File: src/iqap_pkg.sv
package iqap_pkg;

   // field widths
   localparam int SAMPLE_W = 12;
   localparam int AMP_W = 16;
   localparam int PHASE_W = 15;
   localparam int AMP_FRAC = 4;

   // cordic setup
   localparam int CORDIC_STAGES_DEF = 16;
   localparam int CORDIC_PRESHIFT = 16;
   localparam int CORDIC_W = 32;
   localparam int ANGLE_FRAC = 30;
   localparam int PHASE_FRAC = 13;
   localparam int ANGLE_SHIFT = ANGLE_FRAC - PHASE_FRAC;
   localparam int ROUND_W = CORDIC_W + 1 - ANGLE_SHIFT;
   localparam int ROUND_HALF = 1 << (ANGLE_SHIFT - 1);

   // square root setup
   localparam int CENTER_W = SAMPLE_W + 1;
   localparam int SUMSQ_W = 2 * SAMPLE_W + 1;
   localparam int RAD_W = SUMSQ_W + 2 * AMP_FRAC;
   localparam int ROOT_W = (RAD_W + 1) / 2;

   localparam logic [SAMPLE_W-1:0] MID_SCALE_RESET = 12'd2047;
   localparam logic signed [PHASE_W-1:0] PHASE_HALF_PI = 15'sd12868;

   // flags that ride along with each word
   typedef struct packed {
      logic last;
      logic q_zero;
      logic i_zero;
      logic negate;
   } iqap_tag_type;

   typedef struct packed {
      logic signed [CORDIC_W-1:0] x;
      logic signed [CORDIC_W-1:0] y;
      logic signed [CORDIC_W-1:0] z;
   } iqap_cordic_type;

   typedef struct packed {
      logic [RAD_W-1:0]  rem;
      logic [ROOT_W-1:0] root;
   } iqap_sqrt_type;

   // floor(atan(2^-k) * 2^30)
   function automatic logic signed [CORDIC_W-1:0] iqap_atan(input int k);
      logic signed [CORDIC_W-1:0] a;
      case (k)
         0:  a = 32'sd843314856;
         1:  a = 32'sd497837829;
         2:  a = 32'sd263043836;
         3:  a = 32'sd133525158;
         4:  a = 32'sd67021686;
         5:  a = 32'sd33543515;
         6:  a = 32'sd16775850;
         7:  a = 32'sd8388437;
         8:  a = 32'sd4194282;
         9:  a = 32'sd2097149;
         10: a = 32'sd1048575;
         11: a = 32'sd524287;
         12: a = 32'sd262143;
         13: a = 32'sd131071;
         14: a = 32'sd65535;
         15: a = 32'sd32767;
         16: a = 32'sd16383;
         17: a = 32'sd8191;
         18: a = 32'sd4095;
         19: a = 32'sd2047;
         20: a = 32'sd1023;
         21: a = 32'sd511;
         22: a = 32'sd255;
         23: a = 32'sd127;
         default: a = '0;
      endcase
      return a;
   endfunction

endpackage

File: src/iqap_front.sv
module iqap_front import iqap_pkg::*; (
   input  logic                clock,
   input  logic                enable,
   input  logic [SAMPLE_W-1:0] i_sample,
   input  logic [SAMPLE_W-1:0] q_sample,
   input  logic                last_in,
   input  logic [SAMPLE_W-1:0] mid_scale,
   output iqap_tag_type        tag_out,
   output iqap_sqrt_type       sqrt_out,
   output iqap_cordic_type     cordic_out
);

   logic signed [CENTER_W-1:0] i_cent;
   logic signed [CENTER_W-1:0] q_cent;
   logic signed [CENTER_W-1:0] i_abs;
   logic signed [CENTER_W-1:0] q_abs;
   iqap_tag_type               tag_in;
   logic [SAMPLE_W-1:0]        ai_ff;
   logic [SAMPLE_W-1:0]        aq_ff;
   iqap_tag_type               tag1_ff;
   logic [2*SAMPLE_W-1:0]      i_sq;
   logic [2*SAMPLE_W-1:0]      q_sq;
   logic [SUMSQ_W-1:0]         sumsq;
   iqap_sqrt_type              sqrt_in;
   iqap_cordic_type            cordic_in;
   iqap_tag_type               tag2_ff;
   iqap_sqrt_type              sqrt_ff;
   iqap_cordic_type            cordic_ff;

   // center both codes and fold to magnitude
   assign i_cent = $signed({1'b0, i_sample}) - $signed({1'b0, mid_scale});
   assign q_cent = $signed({1'b0, q_sample}) - $signed({1'b0, mid_scale});
   assign i_abs  = i_cent[CENTER_W-1] ? -i_cent : i_cent;
   assign q_abs  = q_cent[CENTER_W-1] ? -q_cent : q_cent;

   always_comb begin
      tag_in.last   = last_in;
      tag_in.q_zero = (q_cent == '0);
      tag_in.i_zero = (i_cent == '0);
      tag_in.negate = i_cent[CENTER_W-1] ^ q_cent[CENTER_W-1];
   end

   always_ff @(posedge clock) begin
      if (enable) begin
         ai_ff   <= i_abs[SAMPLE_W-1:0];
         aq_ff   <= q_abs[SAMPLE_W-1:0];
         tag1_ff <= tag_in;
      end
   end

   // sum of squares and cordic start vector (x = |q|, y = |i|)
   assign i_sq  = ai_ff * ai_ff;
   assign q_sq  = aq_ff * aq_ff;
   assign sumsq = {1'b0, i_sq} + {1'b0, q_sq};

   always_comb begin
      sqrt_in.rem    = {sumsq, {(2*AMP_FRAC){1'b0}}};
      sqrt_in.root   = '0;
      cordic_in.x    = $signed(CORDIC_W'({aq_ff, {CORDIC_PRESHIFT{1'b0}}}));
      cordic_in.y    = $signed(CORDIC_W'({ai_ff, {CORDIC_PRESHIFT{1'b0}}}));
      cordic_in.z    = '0;
   end

   always_ff @(posedge clock) begin
      if (enable) begin
         tag2_ff   <= tag1_ff;
         sqrt_ff   <= sqrt_in;
         cordic_ff <= cordic_in;
      end
   end

   assign tag_out    = tag2_ff;
   assign sqrt_out   = sqrt_ff;
   assign cordic_out = cordic_ff;

endmodule

File: config.mk
export PLATFORM = sky130hd
export DESIGN_NAME = iqap_front
export DESIGN_NICKNAME = d
export VERILOG_FILES = /design/src/iqap_pkg.sv /design/src/iqap_front.sv
export SDC_FILE = /design/constraint.sdc
export NUM_CORES = 1
export LEC_CHECK = 0
export BUFFER_PORTS_ARGS = -buffer_cell sky130_fd_sc_hd__buf_2
export CORE_UTILIZATION = 30
export CTS_BUF_LIST = sky130_fd_sc_hd__clkbuf_4
export DETAILED_ROUTE_END_ITERATION = 10
export GPL_TIMING_DRIVEN = 0
export PLACE_DENSITY_LB_ADDON = 0.05
export SKIP_LAST_GASP = 1
export SYNTH_ARGS = -nofsm -noshare
export SYNTH_HDL_FRONTEND = slang
export SYNTH_SLANG_ARGS = --single-unit
File: constraint.sdc
create_clock -name clock -period 8.74 [get_ports clock]
set_clock_uncertainty 0.15 [all_clocks]
set_input_delay 0.874 -clock clock [delete_from_list [all_inputs] [get_ports clock]]
set_output_delay 0.874 -clock clock [all_outputs]
set_load 0.02 [all_outputs]
Yosys cells after proc, flatten, opt, wreduce, memory -nomap -nowiden
Cells that the tools add are included.
- $add $sub $neg: 5
- multipliers: 2
- multiplexer cells: 2
- bitwise operators: 1
- reduce and logical (&&, ||, !) cells: 2
- operator list (kind ; number):
    12-bit by 12-bit multiplier with 24-bit output ; 2
    13-bit zero test ; 2
    12-bit by 12-bit subtractor with 13-bit output ; 2
    24-bit by 24-bit adder with 25-bit output ; 1
    12-bit two-way mux ; 2
    12-bit negation ; 2
    1-bit bitwise XOR ; 1
- register bits after elaboration: 81
- input bits: 39
- output and inout port bits: 150

Logic depth before layout (Yosys ltp)
- depth after elaboration: 3
- mapped depth: 25
- depth with buffers taken out: 24

Worst setup path before layout
Ideal clock, no wire load.
- path type: register to register
- start point: register aq_ff[9]
- end point: register sqrt_ff, in the netlist sqrt_out[49] (data pin)
- library setup time: 0.264 ns
- arrival: 6.069 ns
- setup slack: 2.258 ns
- stages on the path, launching flop included: 21
- path buffers: 1
- cells stage by stage: edfxtp_1 -> clkbuf_1 -> nand2_1 -> fa_1 -> fa_1 -> inv_1 -> fa_1 -> inv_1 -> fa_1 -> inv_1 -> fa_1 -> fa_1 -> fa_1 -> ha_1 -> a21oi_1 -> nor2b_1 -> or4_1 -> a21oi_1 -> nor2_1 -> a221oi_1 -> xnor2_1
- cells in the longest elaborated chain, start to end: 2
- RTL lines (what ; line ; text):
    start: declaration ; iqap_front.sv:19 ; logic [SAMPLE_W-1:0] aq_ff;
    start signal: assignment ; iqap_front.sv:46 ; aq_ff <= q_abs[SAMPLE_W-1:0];
    12-bit by 12-bit multiplier with 24-bit output ; iqap_front.sv:53 ; assign q_sq = aq_ff * aq_ff;
    24-bit by 24-bit adder with 25-bit output ; iqap_front.sv:54 ; assign sumsq = {1'b0, i_sq} + {1'b0, q_sq};
    via sumsq[24] ; iqap_front.sv:23 ; logic [SUMSQ_W-1:0] sumsq;
    end signal: assignment ; iqap_front.sv:67 ; sqrt_ff <= sqrt_in;
    end: declaration ; iqap_front.sv:27 ; iqap_sqrt_type sqrt_ff;
The timed path passes the listed nets, and every way through them passes these cells.
A chain may end at the register's enable or synchronous reset.

Worst setup path in the final report
- start point: register ai_ff[9]
- end point: register sqrt_ff, in the netlist sqrt_out[46] (data pin)
- cells in the longest elaborated chain, start to end: 2
- RTL lines (what ; line ; text):
    start: declaration ; iqap_front.sv:18 ; logic [SAMPLE_W-1:0] ai_ff;
    start signal: assignment ; iqap_front.sv:45 ; ai_ff <= i_abs[SAMPLE_W-1:0];
    12-bit by 12-bit multiplier with 24-bit output ; iqap_front.sv:52 ; assign i_sq = ai_ff * ai_ff;
    24-bit by 24-bit adder with 25-bit output ; iqap_front.sv:54 ;
    via sumsq[21] ; iqap_front.sv:23 ;
The timed path passes the listed nets, and every way through them passes these cells.

==> metrics.yaml <==
layout:
  fillers: 4404
  layout.cells.non_filler: 2013
  fin_nets: 1844
  areaGrowthSynthToFinish_pct: 13.5
  drive_above_1_share: 0.151
  utilization: 0.345
clock_tree:
  cts_buffer_depth: 2
  cts_buffers: 9
  postCtsHoldBufs: 0
  cts_sinks: 81
  path_clk_slew_ns: 0.19
  cts_max_level: 3
  cts_tree: "yes"
  postCtsSetupBuffers: 0
  cts_resized: 0
  clk_latency_ns: 0.59
  root_buffer: "clkbuf_4"
global_route:
  grt_pass1_wl_um: 47300
  antenna_found_initial: 2
  grt_pass1_vias: 8763
  grt-ovfl-total: 0
  grt.total_usage: 0.144
  grt_max_degree: 49
synth:
  synth_xor_area_frac: 0.0444
  synth_simple_gate_area_share: 0.0969
  synth_fa_ha_area_frac: 0.449
  yosysUniqueCellTypes: 60
  synth.mux.area_fraction: 0.00176
  syn-instance-count: 1268
  ys_seq_elements: 81
  ys_seq_area_frac: 0.190
  ys.flop_type: "edfxtp_1"
  syn_area_per_cell_um2: 10.1
  synth_edf_count: 81
  netlist_area_um2: 12800
  synth_top_family_by_area: "adder cells"
  yosysWarnings: 0
  synth_compound_area_frac: 0.0674
  ys_async_sr_fraction: 0
worst_setup_path:
  crit_family: "adder cells"
  critical_path_buf_inv_count: 4
  crit_slowest_cell: "a2111oi_1"
  crit_arrival_ns: 7.82
  end_kind: "flop"
  crit_fanout: 10
  crit_top_cell: "fa_1"
  max_stage_delay_ns: 0.67
  critical_path_class: "reg2reg"
  crit_chain: "clkbuf_1 -> nand2_1 -> fa_1 -> fa_1 -> fa_1 -> inv_1 -> fa_1 -> fa_1 -> fa_1 -> inv_1 -> fa_1 -> inv_1 -> ha_1 -> nand3_1 -> nor3_1 -> o2111ai_1 -> a2111oi_1 -> or3_1 -> a21oi_1 -> xnor2_1"
  setup.worst_path.start_class: "flop"
  worstPathRequired_ns: 8.91
sta:
  finalSetupViolCount: 0
  rsz0062_at_grt: "false"
  finalCriticalPeriod_ns: 7.64
  hold_viol_final: 0
  relSlewSlack: 0.493
  slew_viol_final: 0
  fin_setup_tns_ns: 0
  fmax_mhz: 131
  period_share: 0.874
  fin_ws_ns: 1.10
  worst_pin_slew_ns: 0.754
routing:
  dr.pass1.iters: 6
  drtIter0Drc: 322
  wl_per_cell_um: 14.7
  ant_nets: 0
  dr_total_vias: 8440
  drc: 0
  wl_um: 29500
  vias_per_cell: 4.19
worst_hold_path:
  hold_class: "reg2reg"
floorplan:
  die_x_um: 208
  initial_core_util: 0.304
  placementRows: 75
  die-area_um2: 43500
  chipHeight_um: 208
  num_io_pins: 189
  core_region_area_um2: 42000
placement:
  pre_cts_slack_ns: 1.10
  io_buffers: 91
  gp_congestion: 0.803
  dpl.hpwl_um: 25900
  dp.cells: 1995
run:
  cap_violations: 0
run_status:
  status: "finished clean"
-- stage by stage --
stage	area, µm²	hold slack (ns)
6_report	14500	0.263
5_1_grt	14500	0.256
3_3_place_gp	14300	0.251
3_5_place_dp	14300	0.256
4_1_cts	14500	0.249
2_1_floorplan	13100	0.250
-- final cells by class --
cell class	count	area (µm²)	share of cell area
Multi-Input combinational cell	870	8800	0.606
Sequential cell	81	2430	0.168
Inverter	290	1090	0.0750
Buffer	123	827	0.0570
Tap cell	539	674	0.0465
Timing Repair Buffer	92	485	0.0334
Clock inverter	7	133	0.00914
Clock buffer	9	67.6	0.00466
Antenna cell	2	5.00	0.000345
-- sequential cells by signal, summed over array words and instances, names as in the netlist --
name,flops
ai_ff,12
aq_ff,12
cordic_out,24
sqrt_out,25
tag1_ff,4
tag_out,4
-- cells in the mapped netlist (all sizes together), types with 6 or more instances --
| master | instances | area (µm²) |
|---|---|---|
| nor2 | 47 | 176 |
| o21ai | 18 | 93.8 |
| nand3 | 10 | 50.1 |
| nand2b | 8 | 50.1 |
| clkbuf | 25 | 93.8 |
| a21o | 18 | 135 |
| nor3 | 14 | 70.1 |
| edfxtp | 81 | 2430 |
| xnor2 | 37 | 332 |
| fa | 202 | 4040 |
| inv | 290 | 1090 |
| a211oi | 8 | 77.6 |
| buf | 98 | 733 |
| nand2 | 84 | 315 |
| o21a | 6 | 45.0 |
| a21oi | 33 | 165 |
| ha | 136 | 1700 |
| nor2b | 8 | 50.1 |
| and2 | 60 | 375 |
| xor2 | 27 | 236 |
-- worst paths after layout --
kind	startpoint	to	slack, ns	depth (start not counted)
setup / recovery	ai_ff[9]$_DFFE_PP_	sqrt_out[46]$_DFFE_PP_	1.10	20
hold / removal	tag1_ff[2]$_DFFE_PP_	tag_out[2]$_DFFE_PP_	0.26	0
setup reg to reg	ai_ff[9]$_DFFE_PP_	sqrt_out[46]$_DFFE_PP_	1.10	20
hold reg to reg	tag1_ff[2]$_DFFE_PP_	tag_out[2]$_DFFE_PP_	0.26	0
-- cell usage in the layout (no fill, tap or decap), types with 6 or more instances in the layout --
master and instances:
a211oi_1 6, a21o_1 18, a21oi_1 33, and2_1 60, buf_2 91, buf_4 98, clkbuf_1 25, clkbuf_4 9
conb_1 97, edfxtp_1 81, fa_1 202, ha_1 136, inv_1 290, nand2_1 84, nand2b_1 8, nand3_1 10
nor2_1 47, nor2b_1 8, nor3_1 14, o21a_1 6, o21ai_0 14, xnor2_1 36, xor2_1 27
-- logic make-up (layout without fill, tap and decap cells) --
| kind of cell | Yosys count | in the layout |
|---|---|---|
| mux | 2 | 2 |
| other cells | 1 | 99 |
| fa+ha+maj | 338 | 338 |
| simple gates | 251 | 251 |
| xor+xnor | 64 | 64 |
| flops | 81 | 81 |
| buf+inv | 413 | 521 |
| compound gates | 118 | 118 |
-- layer usage --
| layer | wire, µm | track usage | share of wire |
|---|---|---|---|
| met5 | 0 | 0 | 0 |
| met4 | 329 | 0.0386 | 0.011 |
| met3 | 606 | 0.0210 | 0.021 |
| met2 | 15800 | 0.255 | 0.54 |
| met1 | 12800 | 0.182 | 0.43 |
Power is not shown: default switching activity piles up to over one toggle a cycle in this logic, so the estimate is an artifact.
