File: src/iqap_pkg.sv
package iqap_pkg;

   // field widths
   localparam int SAMPLE_W = 12;
   localparam int AMP_W = 16;
   localparam int PHASE_W = 15;
   localparam int AMP_FRAC = 4;

   // cordic setup
   localparam int CORDIC_STAGES_DEF = 16;
   localparam int CORDIC_PRESHIFT = 16;
   localparam int CORDIC_W = 32;
   localparam int ANGLE_FRAC = 30;
   localparam int PHASE_FRAC = 13;
   localparam int ANGLE_SHIFT = ANGLE_FRAC - PHASE_FRAC;
   localparam int ROUND_W = CORDIC_W + 1 - ANGLE_SHIFT;
   localparam int ROUND_HALF = 1 << (ANGLE_SHIFT - 1);

   // square root setup
   localparam int CENTER_W = SAMPLE_W + 1;
   localparam int SUMSQ_W = 2 * SAMPLE_W + 1;
   localparam int RAD_W = SUMSQ_W + 2 * AMP_FRAC;
   localparam int ROOT_W = (RAD_W + 1) / 2;

   localparam logic [SAMPLE_W-1:0] MID_SCALE_RESET = 12'd2047;
   localparam logic signed [PHASE_W-1:0] PHASE_HALF_PI = 15'sd12868;

   // flags that ride along with each word
   typedef struct packed {
      logic last;
      logic q_zero;
      logic i_zero;
      logic negate;
   } iqap_tag_type;

   typedef struct packed {
      logic signed [CORDIC_W-1:0] x;
      logic signed [CORDIC_W-1:0] y;
      logic signed [CORDIC_W-1:0] z;
   } iqap_cordic_type;

   typedef struct packed {
      logic [RAD_W-1:0]  rem;
      logic [ROOT_W-1:0] root;
   } iqap_sqrt_type;

   // floor(atan(2^-k) * 2^30)
   function automatic logic signed [CORDIC_W-1:0] iqap_atan(input int k);
      logic signed [CORDIC_W-1:0] a;
      case (k)
         0:  a = 32'sd843314856;
         1:  a = 32'sd497837829;
         2:  a = 32'sd263043836;
         3:  a = 32'sd133525158;
         4:  a = 32'sd67021686;
         5:  a = 32'sd33543515;
         6:  a = 32'sd16775850;
         7:  a = 32'sd8388437;
         8:  a = 32'sd4194282;
         9:  a = 32'sd2097149;
         10: a = 32'sd1048575;
         11: a = 32'sd524287;
         12: a = 32'sd262143;
         13: a = 32'sd131071;
         14: a = 32'sd65535;
         15: a = 32'sd32767;
         16: a = 32'sd16383;
         17: a = 32'sd8191;
         18: a = 32'sd4095;
         19: a = 32'sd2047;
         20: a = 32'sd1023;
         21: a = 32'sd511;
         22: a = 32'sd255;
         23: a = 32'sd127;
         default: a = '0;
      endcase
      return a;
   endfunction

endpackage

File: src/iqap_cordic_stage.sv
module iqap_cordic_stage import iqap_pkg::*; #(
   parameter int STAGE_IDX = 0,
   parameter bit ACTIVE = 1'b1
) (
   input  logic            clock,
   input  logic            enable,
   input  iqap_tag_type    tag_d,
   input  iqap_cordic_type cordic_d,
   output iqap_tag_type    tag_q,
   output iqap_cordic_type cordic_q
);

   localparam logic signed [CORDIC_W-1:0] ANGLE = iqap_atan(STAGE_IDX);

   iqap_tag_type    tag_ff;
   iqap_cordic_type cordic_ff;
   iqap_cordic_type cordic_in;
   logic signed [CORDIC_W-1:0] x_shift;
   logic signed [CORDIC_W-1:0] y_shift;

   assign x_shift = $signed(cordic_d.x) >>> STAGE_IDX;
   assign y_shift = $signed(cordic_d.y) >>> STAGE_IDX;

   // one vectoring rotation, driving y toward zero
   always_comb begin
      cordic_in = cordic_d;
      if (ACTIVE) begin
         if (!cordic_d.y[CORDIC_W-1]) begin
            cordic_in.x = cordic_d.x + y_shift;
            cordic_in.y = cordic_d.y - x_shift;
            cordic_in.z = cordic_d.z + ANGLE;
         end else begin
            cordic_in.x = cordic_d.x - y_shift;
            cordic_in.y = cordic_d.y + x_shift;
            cordic_in.z = cordic_d.z - ANGLE;
         end
      end
   end

   always_ff @(posedge clock) begin
      if (enable) begin
         tag_ff    <= tag_d;
         cordic_ff <= cordic_in;
      end
   end

   assign tag_q    = tag_ff;
   assign cordic_q = cordic_ff;

endmodule

File: config.mk
export PLATFORM = sky130hd
export DESIGN_NAME = iqap_cordic_stage
export DESIGN_NICKNAME = d
export VERILOG_FILES = /design/src/iqap_pkg.sv /design/src/iqap_cordic_stage.sv
export SDC_FILE = /design/constraint.sdc
export NUM_CORES = 1
export LEC_CHECK = 0
export BUFFER_PORTS_ARGS = -buffer_cell sky130_fd_sc_hd__buf_4
export CORE_UTILIZATION = 50
export CTS_BUF_LIST = sky130_fd_sc_hd__clkbuf_8
export DETAILED_ROUTE_END_ITERATION = 16
export GPL_TIMING_DRIVEN = 1
export HOLD_SLACK_MARGIN = 0.15
export PLACE_DENSITY = 0.83
export SYNTH_ARGS = -nofsm -noshare
export SYNTH_HDL_FRONTEND = slang
export SYNTH_SLANG_ARGS = --single-unit
File: constraint.sdc
create_clock -name clock -period 9.6 [get_ports clock]
set_clock_uncertainty 0.15 [all_clocks]
set_input_delay 0.96 -clock clock [delete_from_list [all_inputs] [get_ports clock]]
set_output_delay 0.96 -clock clock [all_outputs]
set_load 0.01 [all_outputs]
# ---- Word-level counts from Yosys, hierarchy flattened
# Index checks and enable logic that the tools add are counted.
# Widths: inputs -> output; s select.
dict set report totals {
  in_bits 102
  out_inout_bits 100
  reg_bits 100
}
dict set report op_classes {
  n_mux 1
  n_addsub 5
}
# operator count
set ops {}
lappend ops {{$mux 96} 1}
lappend ops {{$sub 32x32->32} 2}
lappend ops {{$add 32x31->32 const B} 1}
lappend ops {{$add 32x32->32} 1}
lappend ops {{$sub 32x31->32 const B} 1}

# ---- Logic depth before layout (Yosys ltp)
# Gate-level depths: netlist of the first run.
dict set report logic_depth {
  depth_word 2
  depth_mapped 14
}

# ---- Worst setup path before layout of the first run
# No wires, ideal clock.
dict set report synth_timing {
  kind {input -> register}
  startpoint {input cordic_d[63] (netlist bit)}
  endpoint {register cordic_ff (netlist bit cordic_q[29]), data pin}
  stages 14
  t_required_ps 9192
  setup_slack_ps 5048
  arrival_ps 4144
  cell_sequence {clkbuf_1 > inv_1 > clkbuf_1 > clkbuf_1 > ha_1 > a211o_1 > a211oi_1 > nor2_1 > a21oi_1 > o21ai_1 > a221o_1 > a21o_1 > a21oi_1 > xnor2_1}
}
# element line
set synth_rtl {}
lappend synth_rtl {{from (decl)} iqap_cordic_stage.sv:8} ;# input iqap_cordic_type cordic_d,
lappend synth_rtl {{to (signal assigned)} iqap_cordic_stage.sv:43} ;# cordic_ff <= cordic_in;
lappend synth_rtl {{to (decl)} iqap_cordic_stage.sv:16} ;# iqap_cordic_type cordic_ff;

==> metrics.md, run 1 <==
| Metric | Value |
|---|---|
| Status | complete, no violations |
| Slew at the pin closest to its max-slew limit | 1.17 ns |
| First-pass GRT wire length | 42300 µm |
| Cell count after synthesis | 1075 |
| HPWL Detailed | 21400 µm |
| Nets | 1483 |
| Initial Utilization | 51.3% |
| Setup TNS | 0 ns |
| Final core utilization | 61.2% |
| Ports | 202 |
| Die width | 141 µm |
| Die area | 19800 µm² |
| DRT antenna net count | 0 |
| Critical path endpoint category | register |
| Ys async rst share | 0% |
| Syn Nets | 1311 |
| RSZ-0062 raised after global routing | no |
| Die height | 141 µm |
| Max H-tree Level | 3 |
| CTS tree | built |
| Routed WL | 26900 µm |
| Fmax | 0.208 GHz |
| VDD IR max | 0.0608 mV |
| Inserted Diodes | 0 |
| Top cells by count, synth | ha_1, a21oi_1, edfxtp_1 |
| Post-synth top area share | 30.9% |
| Post-CTS Setup Inserts | 0 |
| Root Driver | clkbuf_8 |
| Core Area | 18800 µm² |
| Setup Viol. Count Final | 0 |
| Slew Viols, Final | 0 |
| Input/output buffers | 201 |
| 1st-iter DRT viols | 925 |
| Final Cycle Share | 50.1% |
| Via count | 8819 |
| FILL cells | 1672 |
| CP arrival | 4.80 ns |
| Clock tree buffer depth | 2 |
| Detailed Routing Iterations Pass 1 | 6 |
| Overall power | 1.57 mW |
| Count leader, synth | ha_1 |
| Max-Cap Viols | 0 |
| Static Leak | 5.20 nW |
| CP Max Fanout | 76 |
| Final worst slack | 4.79 ns |
| Clock sinks | 99 |
| Yosys reg bits | 99 |
| Seq/Total Area, Yosys | 30.9% |
| PwrDens | 136 nW/µm² |
| Resize count post-CTS | 0 |
| Area Growth Syn to Fin | 19.3% |
| Setup CP Type | in -> reg |
| Critical path launch point type | input pin |
| EDFF count, synth | 99 |
| Share of layout cells above drive strength 1 | 19.3% |
| Slew margin rel. | 22.3% |
| Antenna violations before repair | 0 |
| Synth Area per Inst | 8.95 µm² |
| Final Hold Fails | 0 |
| Syn Std Cell Area | 9620 µm² |
| Tot GR Track Use | 26.9% |
| Worst hold path type | in -> reg |
| Routability cong. | 0.968 |
| Hold buffer count at CTS | 0 |
| YS warnings | 0 |
| Post-synth top area cell | edfxtp_1 |
| Drt wl/cell | 18.1 µm |
| Largest net degree at the start of global routing | 89 |
| Top post-synthesis cells by area | edfxtp_1, ha_1, a21oi_1, xnor2_1, nor2_1 |
| Pre-CTS setup slack | 4.47 ns |
| Core Rows | 50 |
| Drc violations | 0 |
| Clock slew seen by the registers of the worst setup and hold paths | 0.10 ns |
| Synth cell types | 73 |
| CTS buffer count | 9 |
| Vias in the first global route | 8121 |
| CP required | 9.59 ns |
| Post-layout min period | 4.81 ns |
| GRT overflow | 0 |
| Vias/cell | 5.93 |
| Predominant post-synthesis flop cell | edfxtp_1 |
==> layout by cell type, fill, tap and decap left out, types with 20 or more instances in the layout <==
cell	count
buf_4	203
ha_1	130
a21oi_1	128
edfxtp_1	99
nor2_1	98
inv_1	95
xnor2_1	66
o21ai_0	52
nand2_1	50
a21o_1	35
o21bai_1	20
xor2_1	20
mux2i_1	20
==> registers in the layout, indices dropped and copies added (netlist names) <==
| register | count |
|---|---|
| tag_q | 4 |
| cordic_q | 95 |
==> per-layer routing <==
layer,share of wire [%],GRT usage (%),vias to the layer above
li1,-,-,4209
met3,9.1,4.08,39
met1,42,36.9,4104
met4,2.3,8.07,0
met2,46,43.8,467
met5,0,0,-
==> path summary, 6_finish.rpt <==
| check | start | endpoint | slack [ns] | depth (start not counted) |
|---|---|---|---|---|
| setup / recovery | cordic_d[63] | cordic_q[30] | 4.79 | 12 |
| hold / removal | cordic_d[1] | cordic_q[1] | 0.60 | 1 |
==> per-stage QoR <==
stage | hold slack, ns | area (µm²) | cells
detailed placement | 0.991 | 11300 | 1470
CTS | 0.589 | 11500 | 1486
floorplan | 0.909 | 9620 | 1075
finish | 0.600 | 11500 | 1486
global route | 0.582 | 11500 | 1486
global placement | 0.988 | 11300 | 1470
==> power breakdown <==
part	switching (mW)	internal, mW
sequential	0.0209	0.571
combinational	0.376	0.285
clock	0.162	0.152
==> kinds of logic (layout without fill, tap and decap cells) <==
group / Yosys count / after routing / share of synthesized area [%]
buf+inv: 141 / 318 / 5.84
simple gates: 235 / 235 / 11.1
flops: 99 / 99 / 30.9
fa+ha+maj: 134 / 134 / 17.7
xor+xnor: 86 / 86 / 7.83
compound gates: 359 / 359 / 24.4
mux: 21 / 21 / 2.20
==> critical path, stage by stage <==
cell and delay (ns):
buf_4 0.59, inv_2 0.42, buf_4 0.43, ha_1 0.41, and3_1 0.22, a221oi_1 0.39
o21ai_1 0.13, a31oi_1 0.30, a21oi_1 0.20, a21bo_2 0.27, a221oi_1 0.29, xnor2_1 0.10
==> final cells by class <==
type	instances	area (µm²)	area share (%)
multi-input combinational	835	6090	53.0
sequential	99	2970	25.9
timing repair buffer	203	1520	13.3
inverter	99	372	3.24
tap	234	293	2.55
clock buffer	9	124	1.08
clock inverter	7	106	0.926
Power figures use the tool's default switching activity.
==> run 2, diff against run 1 <==
--- a/config.mk
+++ b/config.mk
@@ -5,13 +5,14 @@
 export SDC_FILE = /design/constraint.sdc
 export NUM_CORES = 1
 export LEC_CHECK = 0
+export ABC_AREA = 1
 export BUFFER_PORTS_ARGS = -buffer_cell sky130_fd_sc_hd__buf_4
 export CORE_UTILIZATION = 50
 export CTS_BUF_LIST = sky130_fd_sc_hd__clkbuf_8
 export DETAILED_ROUTE_END_ITERATION = 16
 export GPL_TIMING_DRIVEN = 1
 export HOLD_SLACK_MARGIN = 0.15
-export PLACE_DENSITY = 0.83
+export PLACE_DENSITY = 0.84
 export SYNTH_ARGS = -nofsm -noshare
 export SYNTH_HDL_FRONTEND = slang
 export SYNTH_SLANG_ARGS = --single-unit
==> constraint.sdc (replaced) <==
create_clock -name clock -period 4.35 [get_ports clock]
set_clock_uncertainty 0.15 [all_clocks]
set_input_delay 0.435 -clock clock [delete_from_list [all_inputs] [get_ports clock]]
set_output_delay 0.435 -clock clock [all_outputs]
set_load 0.01 [all_outputs]
==> run 2 against run 1 <==
Wire length increased by 53%. Clock power increased by 120%. Highest routed layer unchanged. Largest cell class unchanged. Core utilization decreased by 1.6 points.
==> metrics.md, run 2 <==
| Metric | Value |
|---|---|
| Input/output buffers | 201 |
| Inserted Diodes | 0 |
| Met3 usage | 3.97% |
| Initial Utilization | 51.5% |
| Ys async rst share | 0% |
| Max H-tree Level | 3 |
| Status | complete, no violations |
| Slew at the pin closest to its max-slew limit | 0.776 ns |
| Final Hold Fails | 0 |
| Nets | 2306 |
| Count leader, synth | nand2_1 |
| Setup Viol. Count Final | 0 |
| GR Layer Usage met1 | 39.8% |
| Tot GR Track Use | 33.0% |
| PwrDens | 260 nW/µm² |
| Drc violations | 0 |
| Worst hold path type | in -> reg |
| Routability cong. | 0.990 |
| Reg area | 2970 µm² |
| Drt wl/cell | 17.1 µm |
| Post-CTS Setup Inserts | 0 |
| Die height | 158 µm |
| CP Max Fanout | 60 |
| Vias in the first global route | 12533 |
| Yosys reg bits | 99 |
| Post-synth top area share | 24.3% |
| YS warnings | 0 |
| CP required | 4.38 ns |
| Synth Area per Inst | 6.47 µm² |
| Clock sinks | 99 |
| Final worst slack | 1.65 ns |
| Final Cycle Share | 62.0% |
| Syn Nets | 2126 |
| Hold slack | 0.207 ns |
| Clock tree buffer depth | 2 |
| Via count | 12852 |
| HPWL Detailed | 34000 µm |
| Root Driver | clkbuf_8 |
| Syn Std Cell Area | 12200 µm² |
| Synth cell types | 46 |
| Ports | 202 |
| Setup TNS | 0 ns |
| Fmax | 0.371 GHz |
| Predominant post-synthesis flop cell | edfxtp_1 |
| Area Growth Syn to Fin | 15.7% |
| Overall power | 3.69 mW |
| VDD IR max | 0.152 mV |
| Number of flip-flops in the largest register | 95 |
| Post-synth top area cell | edfxtp_1 |
| Vias/cell | 5.37 |
| Core Rows | 56 |
| Static Leak | 7.57 nW |
| Detailed Routing Iterations Pass 1 | 7 |
| Cell count after synthesis | 1890 |
| Resize count post-CTS | 0 |
| Post-layout min period | 2.70 ns |
| DRT antenna net count | 0 |
| Top cells by count, synth | nand2_1, inv_1, nand3_1 |
| Critical path endpoint category | register |
| Core Area | 23800 µm² |
| Routing usage on met2 | 57.2% |
| Antenna violations before repair | 0 |
| Routed WL | 41000 µm |
| CTS buffer count | 9 |
| First-pass GRT wire length | 63000 µm |
| Seq/Total Area, Yosys | 24.3% |
| Clock slew seen by the registers of the worst setup and hold paths | 0.12 ns |
| Critical path launch point type | input pin |
| Pre-CTS setup slack | 1.28 ns |
| Max-Cap Viols | 0 |
| Die width | 158 µm |
| Multi-input logic area | 7760 µm² |
| GRT overflow | 0 |
| Slew Viols, Final | 0 |
| EDFF count, synth | 99 |
| RSZ-0062 raised after global routing | no |
| CP arrival | 2.73 ns |
| Die area | 25100 µm² |
| Largest net degree at the start of global routing | 62 |
| Share of layout cells above drive strength 1 | 14.5% |
| Setup CP Type | in -> reg |
| FILL cells | 2311 |
| Top post-synthesis cells by area | edfxtp_1, nand2_1, ha_1, inv_1, nand3_1 |
| Global route hottest layer | met2 |
| 1st-iter DRT viols | 970 |
| Most frequent cells in the layout | nand2_1, inv_1, buf_4, nand3_1, nor2_1 |
| Leading cell type in the layout, fill and taps excluded | nand2_1 |
| Slew margin rel. | 48.3% |
| CTS tree | built |
-- run 2: power by group --
group	total (mW)	switching, mW	internal, mW	leakage (nW)
clock	0.685	0.448	0.238	0.107
sequential	1.28	0.0512	1.23	0.967
combinational	1.72	1.10	0.622	6.50
total	3.69	1.60	2.09	7.57
-- run 2: cell families after synthesis --
family / share of synthesized area, %
DFF: 24.3
AOI/OAI and AO/OA: 10.2
and+or+nand+nor: 36.0
xor gates and xnor gates: 3.22
buffers and inverters: 12.3
adders and majority gates: 13.9
muxes: 0.0818
-- run 2: cell type report --
class	instances	share of cell area [%]
tap	319	2.82
clock buffer	9	0.875
timing repair buffer	212	11.4
multi-input combinational	1429	54.8
clock inverter	7	0.628
inverter	319	8.46
sequential	99	21.0
-- run 2: worst max-delay path: stages --
cell and delay (ns):
buf_4 0.25, buf_4 0.66, ha_1 0.41, a21o_1 0.22
nand2_1 0.06, nand2_1 0.08, a21oi_1 0.23, nor2_1 0.07
nor2_1 0.13, nand2_1 0.07, nand2_1 0.06, nand2_1 0.04
-- run 2: per-layer routing --
metal,vias up,wire length (µm)
met5,-,0
met4,0,1840
met3,106,3170
met2,595,19200
met1,5794,16800
li1,6357,-
-- run 2: final timing paths --
path / start / to / slack, ns / depth (start not counted)
worst min-delay path: cordic_d[3] / cordic_q[3] / 0.21 / 2
worst max-delay path: cordic_d[63] / cordic_q[29] / 1.65 / 12
-- run 2: timing repair --
| action | in CTS | in global routing |
|---|---|---|
| hold buffers | 7 | 0 |
| hold endpoints to repair | 7 | 0 |
| setup endpoints to repair | 0 | 0 |
-- run 2: metrics by stage --
stage / util (%) / cells / cell area [µm²]
floorplan: - / 1890 / 12200
global placement: 58.4 / 2371 / 13900
detailed placement: 58.4 / 2371 / 13900
CTS: 59.6 / 2394 / 14200
global route: 59.6 / 2394 / 14200
finish: 59.6 / 2394 / 14200
