<file path="config.mk">
export PLATFORM = sky130hd
export DESIGN_NAME = iqap_sqrt_stage
export DESIGN_NICKNAME = d
export VERILOG_FILES = /design/src/iqap_pkg.sv /design/src/iqap_sqrt_stage.sv
export SDC_FILE = /design/constraint.sdc
export NUM_CORES = 1
export LEC_CHECK = 0
export ABC_CLOCK_PERIOD_IN_PS = 3000
export BUFFER_PORTS_ARGS = -buffer_cell sky130_fd_sc_hd__buf_2
export CORE_ASPECT_RATIO = 0.75
export CORE_UTILIZATION = 40
export DETAILED_ROUTE_END_ITERATION = 7
export GPL_ROUTABILITY_DRIVEN = 1
export GPL_TIMING_DRIVEN = 1
export PLACE_DENSITY = 0.68
export REMOVE_ABC_BUFFERS = 1
export SLEW_MARGIN = 25
export SYNTH_ARGS = -nofsm -noshare
export SYNTH_HDL_FRONTEND = slang
export SYNTH_SLANG_ARGS = --single-unit
</file>
<file path="constraint.sdc">
create_clock -name clock -period 3 [get_ports clock]
set_input_delay 0.15 -clock clock [delete_from_list [all_inputs] [get_ports clock]]
set_output_delay 0.15 -clock clock [all_outputs]
set_load 0.03 [all_outputs]
</file>
<file path="src/iqap_pkg.sv">
package iqap_pkg;

   // field widths
   localparam int SAMPLE_W = 12;
   localparam int AMP_W = 16;
   localparam int PHASE_W = 15;
   localparam int AMP_FRAC = 4;

   // cordic setup
   localparam int CORDIC_STAGES_DEF = 16;
   localparam int CORDIC_PRESHIFT = 16;
   localparam int CORDIC_W = 32;
   localparam int ANGLE_FRAC = 30;
   localparam int PHASE_FRAC = 13;
   localparam int ANGLE_SHIFT = ANGLE_FRAC - PHASE_FRAC;
   localparam int ROUND_W = CORDIC_W + 1 - ANGLE_SHIFT;
   localparam int ROUND_HALF = 1 << (ANGLE_SHIFT - 1);

   // square root setup
   localparam int CENTER_W = SAMPLE_W + 1;
   localparam int SUMSQ_W = 2 * SAMPLE_W + 1;
   localparam int RAD_W = SUMSQ_W + 2 * AMP_FRAC;
   localparam int ROOT_W = (RAD_W + 1) / 2;

   localparam logic [SAMPLE_W-1:0] MID_SCALE_RESET = 12'd2047;
   localparam logic signed [PHASE_W-1:0] PHASE_HALF_PI = 15'sd12868;

   // flags that ride along with each word
   typedef struct packed {
      logic last;
      logic q_zero;
      logic i_zero;
      logic negate;
   } iqap_tag_type;

   typedef struct packed {
      logic signed [CORDIC_W-1:0] x;
      logic signed [CORDIC_W-1:0] y;
      logic signed [CORDIC_W-1:0] z;
   } iqap_cordic_type;

   typedef struct packed {
      logic [RAD_W-1:0]  rem;
      logic [ROOT_W-1:0] root;
   } iqap_sqrt_type;

   // floor(atan(2^-k) * 2^30)
   function automatic logic signed [CORDIC_W-1:0] iqap_atan(input int k);
      logic signed [CORDIC_W-1:0] a;
      case (k)
         0:  a = 32'sd843314856;
         1:  a = 32'sd497837829;
         2:  a = 32'sd263043836;
         3:  a = 32'sd133525158;
         4:  a = 32'sd67021686;
         5:  a = 32'sd33543515;
         6:  a = 32'sd16775850;
         7:  a = 32'sd8388437;
         8:  a = 32'sd4194282;
         9:  a = 32'sd2097149;
         10: a = 32'sd1048575;
         11: a = 32'sd524287;
         12: a = 32'sd262143;
         13: a = 32'sd131071;
         14: a = 32'sd65535;
         15: a = 32'sd32767;
         16: a = 32'sd16383;
         17: a = 32'sd8191;
         18: a = 32'sd4095;
         19: a = 32'sd2047;
         20: a = 32'sd1023;
         21: a = 32'sd511;
         22: a = 32'sd255;
         23: a = 32'sd127;
         default: a = '0;
      endcase
      return a;
   endfunction

endpackage

</file>
<file path="src/iqap_sqrt_stage.sv">
module iqap_sqrt_stage import iqap_pkg::*; #(
   parameter int BIT_IDX = 0,
   parameter bit ACTIVE = 1'b1
) (
   input  logic          clock,
   input  logic          enable,
   input  iqap_sqrt_type sqrt_d,
   output iqap_sqrt_type sqrt_q
);

   localparam int TRIAL_W = RAD_W + 1;

   iqap_sqrt_type      sqrt_ff;
   iqap_sqrt_type      sqrt_in;
   logic [TRIAL_W-1:0] trial;
   logic [TRIAL_W-1:0] rem_ext;
   logic [TRIAL_W-1:0] diff;

   // (root + 2^b)^2 - root^2, root holding only bits above b
   assign trial   = (TRIAL_W'(sqrt_d.root) << (BIT_IDX + 1))
                  | (TRIAL_W'(1) << (2 * BIT_IDX));
   assign rem_ext = TRIAL_W'(sqrt_d.rem);
   assign diff    = rem_ext - trial;

   // decide one root bit
   always_comb begin
      sqrt_in = sqrt_d;
      if (ACTIVE && (rem_ext >= trial)) begin
         sqrt_in.rem  = diff[RAD_W-1:0];
         sqrt_in.root = sqrt_d.root | (ROOT_W'(1) << BIT_IDX);
      end
   end

   always_ff @(posedge clock) begin
      if (enable) begin
         sqrt_ff <= sqrt_in;
      end
   end

   assign sqrt_q = sqrt_ff;

endmodule

</file>
-- Word-level counts from Yosys, hierarchy flattened
Cells that the tools add are included.
- $lt $le $gt $ge: 1
- $add $sub $neg: 1
- muxes and demuxes: 1
- operators by type and width (cell ; count):
    2-to-1 mux 50 bit ; 1
    greater-or-equal comparator 33 x 18 -> 1 bit ; 1
    subtractor 33 x 18 -> 33 bit ; 1
- input port bits: 52
- flip-flop bits (word level): 50

-- Depth between registers and ports, before layout
Gate-level depths: netlist (run 1).
- depth in word-level cells: 2
- mapped depth: 12
- gate-level depth less buffers: 10

-- Worst setup path after synthesis (run 1)
No wires, ideal clock.
- path kind: input -> register
- start: input port sqrt_d[16] (netlist name)
- end: register sqrt_ff, in the netlist sqrt_q[45], data pin
- stages: 11
- arrival time: 2.625 ns
- setup slack: 0.117 ns
- setup time: 0.258 ns
- cell sequence: inv_1 -> ha_1 -> buf_2 -> nor4b_1 -> a311o_1 -> a21oi_1 -> and3_2 -> or3_1 -> buf_4 -> or3_2 -> xnor2_1
- RTL lines (element ; line ; text):
    start: declaration ; iqap_sqrt_stage.sv:7 ; input iqap_sqrt_type sqrt_d,
    end signal: assignment ; iqap_sqrt_stage.sv:36 ; sqrt_ff <= sqrt_in;
    end: declaration ; iqap_sqrt_stage.sv:13 ; iqap_sqrt_type sqrt_ff;

==> impl_metrics.py, run 1 <==
metrics = {
    "setup_path": {
        "end_kind": "register",
        "required_ns": 3.07,
        "critPathMaxFanout": 6,
        "arrival_ns": 2.77,
        "cpMaxStageDelayCell": "nor4b_1",
        "critPathKind": "input port to register",
        "start_kind": "input port",
        "slowest_delay_ns": 0.74,
        "path_cells": "buf_2 -> inv_1 -> ha_1 -> a21o_1 -> a31oi_1 -> a21oi_1 -> buf_4 -> o21bai_1 -> a21oi_1 -> nor4b_1 -> nand3_1 -> xnor2_1",
        "worst_path_most_repeated_cell": "a21oi_1",
    },
    "synthesis": {
        "yosysTopAreaCellShare_pct": 49.8,
        "yosys.area.top_type": "edfxtp_1",
        "yosysWarnings": 0,
        "yosys_register_bits": 50,
        "syn_area_um2": 3010,
        "yosysUniqueCellTypes": 41,
        "avgSynthCellArea_um2": 10.4,
        "syn_inst": 289,
        "yosysSeqAreaShare_pct": 49.8,
        "synth.area.top_cells": "edfxtp_1 (50%), ha_1 (7.5%), xnor2_1 (4.9%)",
    },
    "timing": {
        "tightest_slew_ns": 0.844,
        "setup_violations": 0,
        "fin_ws_ns": 0.299,
        "fin_setup_tns_ns": 0,
        "hold_violations": 0,
        "finalMaxSlewViolations": 0,
        "min_period_ns": 2.70,
        "relSlewSlack_pct": 43.0,
        "grt_setup_unrepaired": "no",
        "max_freq_mhz": 370,
        "period_share_pct": 90.0,
    },
    "floorplan": {
        "io_pins": 102,
        "coreArea_um2": 7330,
        "die_h_um": 77.2,
        "rows": 27,
        "start_util_pct": 41.1,
        "die_area_um2": 7890,
        "die_w_um": 102,
    },
    "finish": {
        "fill_cells": 695,
        "final_layout_size_suffix_gt1_share_pct": 34.2,
        "finalNonFillerCells": 519,
        "antenna_cells": 0,
        "nets": 488,
        "largest_register_ffs": 50,
        "finalCoreUtilization_pct": 53.3,
        "area_growth_pct": 29.7,
    },
    "worst_hold_path": {
        "min_path_type": "input port to register",
    },
    "placed_design": {
        "place.gp.congestion": 0.841,
        "dp_hpwl_um": 5460,
        "pre_cts_ws_ns": -0.0397,
        "io_buffers": 101,
        "place_inst": 510,
    },
    "grt": {
        "gr-total-overflow": 0,
        "grt_antenna_before_repair": 0,
        "grt_max_degree": 51,
        "grt_pass1_wl_um": 11200,
        "grt_usage_pct": 18.3,
        "first_global_vias": 2424,
    },
    "routing": {
        "post_drt_wl_per_cell_um": 13.5,
        "drtAntennaViolNets": 0,
        "vias_per_cell": 4.98,
        "finalWirelength_um": 7030,
        "drt_first_iter_violations": 97,
        "drc_errors": 0,
        "vias": 2586,
        "first_pass_iters": 4,
    },
    "clock_tree": {
        "tritoncts": "built",
        "clock_sinks": 50,
        "clkTransAtPathRegs_ns": 0.11,
        "postCtsSetupRepairBufs": 0,
        "cts_made_buffers": 5,
        "cts-root-buf": "clkbuf_8",
        "clock_tree.buffer_depth": 2,
        "h-tree-depth": 2,
    },
    "power": {
        "p_per_area_nw_per_um2": 479,
        "total_power_mw": 1.87,
        "power.leakage_nw": 1.72,
        "irDropWorstVdd_v": 0.000274,
    },
    "flow_run": {
        "maxCapViolCount": 0,
    },
    "status": {
        "status": "finished, final reports clean",
    },
}
==> report_power, final <==
| part | switching (mW) | internal [mW] |
|---|---|---|
| combinational | 0.370 | 0.209 |
| clock | 0.243 | 0.169 |
| sequential | 0.0176 | 0.865 |
==> worst max-delay path, delay by kind of cell <==
family | cells | cell delay, ns
AOI/OAI and AO/OA | 5 | 0.82
xor gates and xnor gates | 1 | 0.17
adders and majority gates | 1 | 0.37
buffers and inverters | 3 | 0.30
and+or+nand+nor | 2 | 0.96
==> cell families (layout without fill, tap and decap cells) <==
group / after synthesis / after routing / synth area share [%]
simple gates: 88 / 88 / 14.4
compound gates: 72 / 72 / 14.2
flops: 50 / 50 / 49.8
xor+xnor: 31 / 31 / 9.01
buf+inv: 28 / 157 / 4.03
fa+ha+maj: 19 / 19 / 8.14
mux: 1 / 1 / 0.374
==> through the flow <==
stage	hold slack (ns)	instance area, µm²
2_1_floorplan	0.249	2970
3_3_place_gp	0.342	3800
3_5_place_dp	0.343	3800
4_1_cts	0.00434	3900
5_1_grt	0.00187	3910
6_report	0.0162	3910
==> layout make-up <==
| cell class | count | area [µm²] | area share (%) |
|---|---|---|---|
| flip-flops and latches | 50 | 1500 | 38.4 |
| well taps | 101 | 126 | 3.23 |
| repair buffers | 129 | 721 | 18.4 |
| inverters | 20 | 75.1 | 1.92 |
| multi-input cells | 211 | 1390 | 35.6 |
| clock inverters | 3 | 25.0 | 0.640 |
| clock buffers | 5 | 68.8 | 1.76 |
==> cell usage after synthesis <==
library cell  count
and3_2            1
a311o_1           1
a21oi_1          21
nand2b_1          2
xor2_1           14
nor4_1            4
or4_4             2
buf_2             1
a211oi_2          1
or2_2             1
nor3_1            5
o21a_1            2
nand4b_1          1
nand3_1           4
nor3b_1           1
a21o_1            8
a2111oi_0         1
or3_2             1
o211a_1           1
edfxtp_1         50
ha_1             18
a31oi_1           6
nand2_1          38
o21bai_1          1
o21ai_0          26
nand4_1           5
a21boi_0          1
xnor2_1          17
clkbuf_1          3
or3_1             3
a211oi_1          1
fa_1              1
and3_1            2
buf_4             4
nor2b_1           2
o2111ai_1         2
mux2_2            1
nor4b_1           2
nor2_1           13
inv_1            20
or4_1             1
==> layout by cell type, fill, tap and decap left out, types with 6 or more instances in the layout <==
master    synthesis  final
a21o_1            8      8
a21oi_1          21     21
a31oi_1           6      6
buf_2             1    100
buf_4             4     28
edfxtp_1         50     50
ha_1             18     18
inv_1            20     20
nand2_1          38     38
nor2_1           13     13
o21ai_0          26     26
xnor2_1          17     17
xor2_1           14     14
==> per-layer routing <==
metal | global-route usage, % | wire length [µm]
met1 | 26.3 | 3490
met3 | 5.10 | 519
met5 | 0 | 0
met2 | 26.9 | 2940
met4 | 5.00 | 87
==> worst paths after layout <==
kind / startpoint / to / slack (ns) / cells after the start
max: sqrt_d[3] / sqrt_q[40] / 0.30 / 12
min: sqrt_d[2] / sqrt_q[2] / 0.02 / 1
==> what timing repair did <==
item,in CTS,in global routing
setup endpoints to repair,0,0
hold buffers,0,1
gates resized for setup,0,0
hold endpoints to repair,0,1
Power figures use the tool's default switching activity.
==> run 2: changes to the inputs <==
--- a/config.mk
+++ b/config.mk
@@ -7,13 +7,13 @@
 export LEC_CHECK = 0
 export ABC_CLOCK_PERIOD_IN_PS = 3000
 export BUFFER_PORTS_ARGS = -buffer_cell sky130_fd_sc_hd__buf_2
+export CAP_MARGIN = 20
 export CORE_ASPECT_RATIO = 0.75
 export CORE_UTILIZATION = 40
 export DETAILED_ROUTE_END_ITERATION = 7
 export GPL_ROUTABILITY_DRIVEN = 1
 export GPL_TIMING_DRIVEN = 1
 export PLACE_DENSITY = 0.68
-export REMOVE_ABC_BUFFERS = 1
 export SLEW_MARGIN = 25
 export SYNTH_ARGS = -nofsm -noshare
 export SYNTH_HDL_FRONTEND = slang
==> run 2 against run 1 <==
Effect of this change:
- critical path depth decreased by 2
- die area unchanged
- sequential power about the same
- cell area decreased by 0.83%
- global-route usage decreased by 0.065 points
- routed wire length decreased by 2.8%
- maximum frequency increased by 0.89%
- largest power group unchanged
==> impl_metrics.py, run 2 (same netlist as run 1, synthesis figures left out) <==
metrics = {
    "status": {
        "status": "finished, final reports clean",
    },
    "clock_tree": {
        "clock_tree.buffer_depth": 2,
        "tritoncts": "built",
        "clock_sinks": 50,
        "cts_made_buffers": 5,
        "cts_hold_buffers": 0,
        "clkTransAtPathRegs_ns": 0.09,
        "cts_resized": 0,
        "h-tree-depth": 2,
        "cts-root-buf": "clkbuf_8",
        "postCtsSetupRepairBufs": 0,
    },
    "floorplan": {
        "rows": 27,
        "die_w_um": 102,
        "coreArea_um2": 7330,
        "start_util_pct": 41.1,
        "die_area_um2": 7890,
        "die_h_um": 77.2,
        "io_pins": 102,
    },
    "routing": {
        "drc_errors": 0,
        "vias": 2540,
        "drt_first_iter_violations": 87,
        "post_drt_wl_per_cell_um": 13.3,
        "finalWirelength_um": 6830,
        "first_pass_iters": 4,
        "drtAntennaViolNets": 0,
        "vias_per_cell": 4.95,
    },
    "grt": {
        "gr-total-overflow": 0,
        "grt_max_degree": 51,
        "grt_pass1_wl_um": 11200,
        "grt_antenna_before_repair": 0,
        "first_global_vias": 2445,
        "grt_usage_pct": 18.3,
    },
    "timing": {
        "max_freq_mhz": 374,
        "grt_setup_unrepaired": "no",
        "tightest_slew_ns": 0.650,
        "min_period_ns": 2.68,
        "period_share_pct": 89.2,
        "relSlewSlack_pct": 56.6,
        "fin_setup_tns_ns": 0,
        "setup_violations": 0,
        "hold_violations": 0,
        "finalMaxSlewViolations": 0,
    },
    "worst_hold_path": {
        "hold_path_depth": 1,
        "min_to": "sqrt_q[15]",
        "min_from": "sqrt_d[15]",
        "min_path_type": "input port to register",
    },
    "setup_path": {
        "cpMaxStageDelayCell": "or4_4",
        "start_kind": "input port",
        "critPathMaxFanout": 6,
        "required_ns": 3.04,
        "worst_path_most_repeated_cell": "or4_4",
        "path_buf_inv": 2,
        "end_kind": "register",
        "critPathKind": "input port to register",
        "crit_family": "simple AND/OR/NAND/NOR gates",
        "path_cells": "buf_2 -> or4_4 -> or4_4 -> or4_1 -> a211oi_2 -> and3_2 -> or3_1 -> buf_4 -> nor4_1 -> xor2_1",
        "arrival_ns": 2.72,
        "slowest_delay_ns": 0.51,
    },
    "finish": {
        "final_common_cell": "buf_2",
        "final_layout_size_suffix_gt1_share_pct": 33.5,
        "largest_register_ffs": 50,
        "layout_common_cells": "buf_2 (100), edfxtp_1 (50), nand2_1 (38), o21ai_0 (26), buf_4 (23)",
        "nets": 482,
        "area_growth_pct": 28.6,
        "stdcell_area_um2": 3880,
        "antenna_cells": 0,
    },
    "power": {
        "irDropWorstVdd_v": 0.000227,
        "power.leakage_nw": 1.71,
        "p_per_area_nw_per_um2": 492,
    },
    "placed_design": {
        "place.gp.congestion": 0.804,
        "dp_hpwl_um": 5370,
        "io_buffers": 101,
        "dpl_cell_area_um2": 3770,
    },
    "synthesis": {
        "postSynthNetCount": 360,
    },
    "flow_run": {
        "maxCapViolCount": 0,
    },
}
## run 2: metrics by stage
stage                     setup slack [ns]  utilization, %  power (mW)  hold WS (ns)  cells
after floorplan                      0.117               -        1.26         0.249    289
after global placement              0.0678            51.4        1.46         0.342    505
after detailed placement           0.00147            51.4        1.46         0.345    505
after CTS                            0.328            52.9        1.93        0.0276    513
after global routing                 0.186            52.9        2.01        0.0229    513
final                                0.323            52.9        1.91        0.0389    513
## run 2: layer usage
metal / vias to the layer above / part of all wire, % / global-route usage, % / wire (µm)
met5: - / 0 / 0 / 0
met4: 0 / 0.72 / 4.14 / 49
met3: 6 / 7.6 / 4.92 / 517
met2: 88 / 42 / 27.0 / 2840
met1: 1148 / 50 / 26.4 / 3430
li1: 1298 / - / - / -
## run 2: worst max path at each step
| stage | from | to | cells after the start |
|---|---|---|---|
| after detailed placement | sqrt_d[39] | sqrt_q[43] | 10 |
| after CTS | sqrt_d[39] | sqrt_q[43] | 10 |
| final | sqrt_d[40] | sqrt_q[43] | 10 |
| after global routing | sqrt_d[15] | sqrt_q[43] | 11 |
| after floorplan | sqrt_d[16] | sqrt_q[45] | 11 |
| after global placement | sqrt_d[39] | sqrt_q[43] | 10 |
## run 2: report_power, final
group / total [mW] / internal, mW / switching [mW]
sequential: 0.883 / 0.865 / 0.0177
clock: 0.463 / 0.246 / 0.217
combinational: 0.563 / 0.201 / 0.363
total: 1.91 / 1.31 / 0.597
## run 2: area by class of cell
type                            instances  area, µm²
Fill cell                             697       3450
Timing Repair Buffer                  123        673
Inverter                               20       75.1
Tap cell                              101        126
Clock inverter                          3       40.0
Clock buffer                            5       68.8
Sequential cell                        50       1500
Multi-Input combinational cell        211       1390
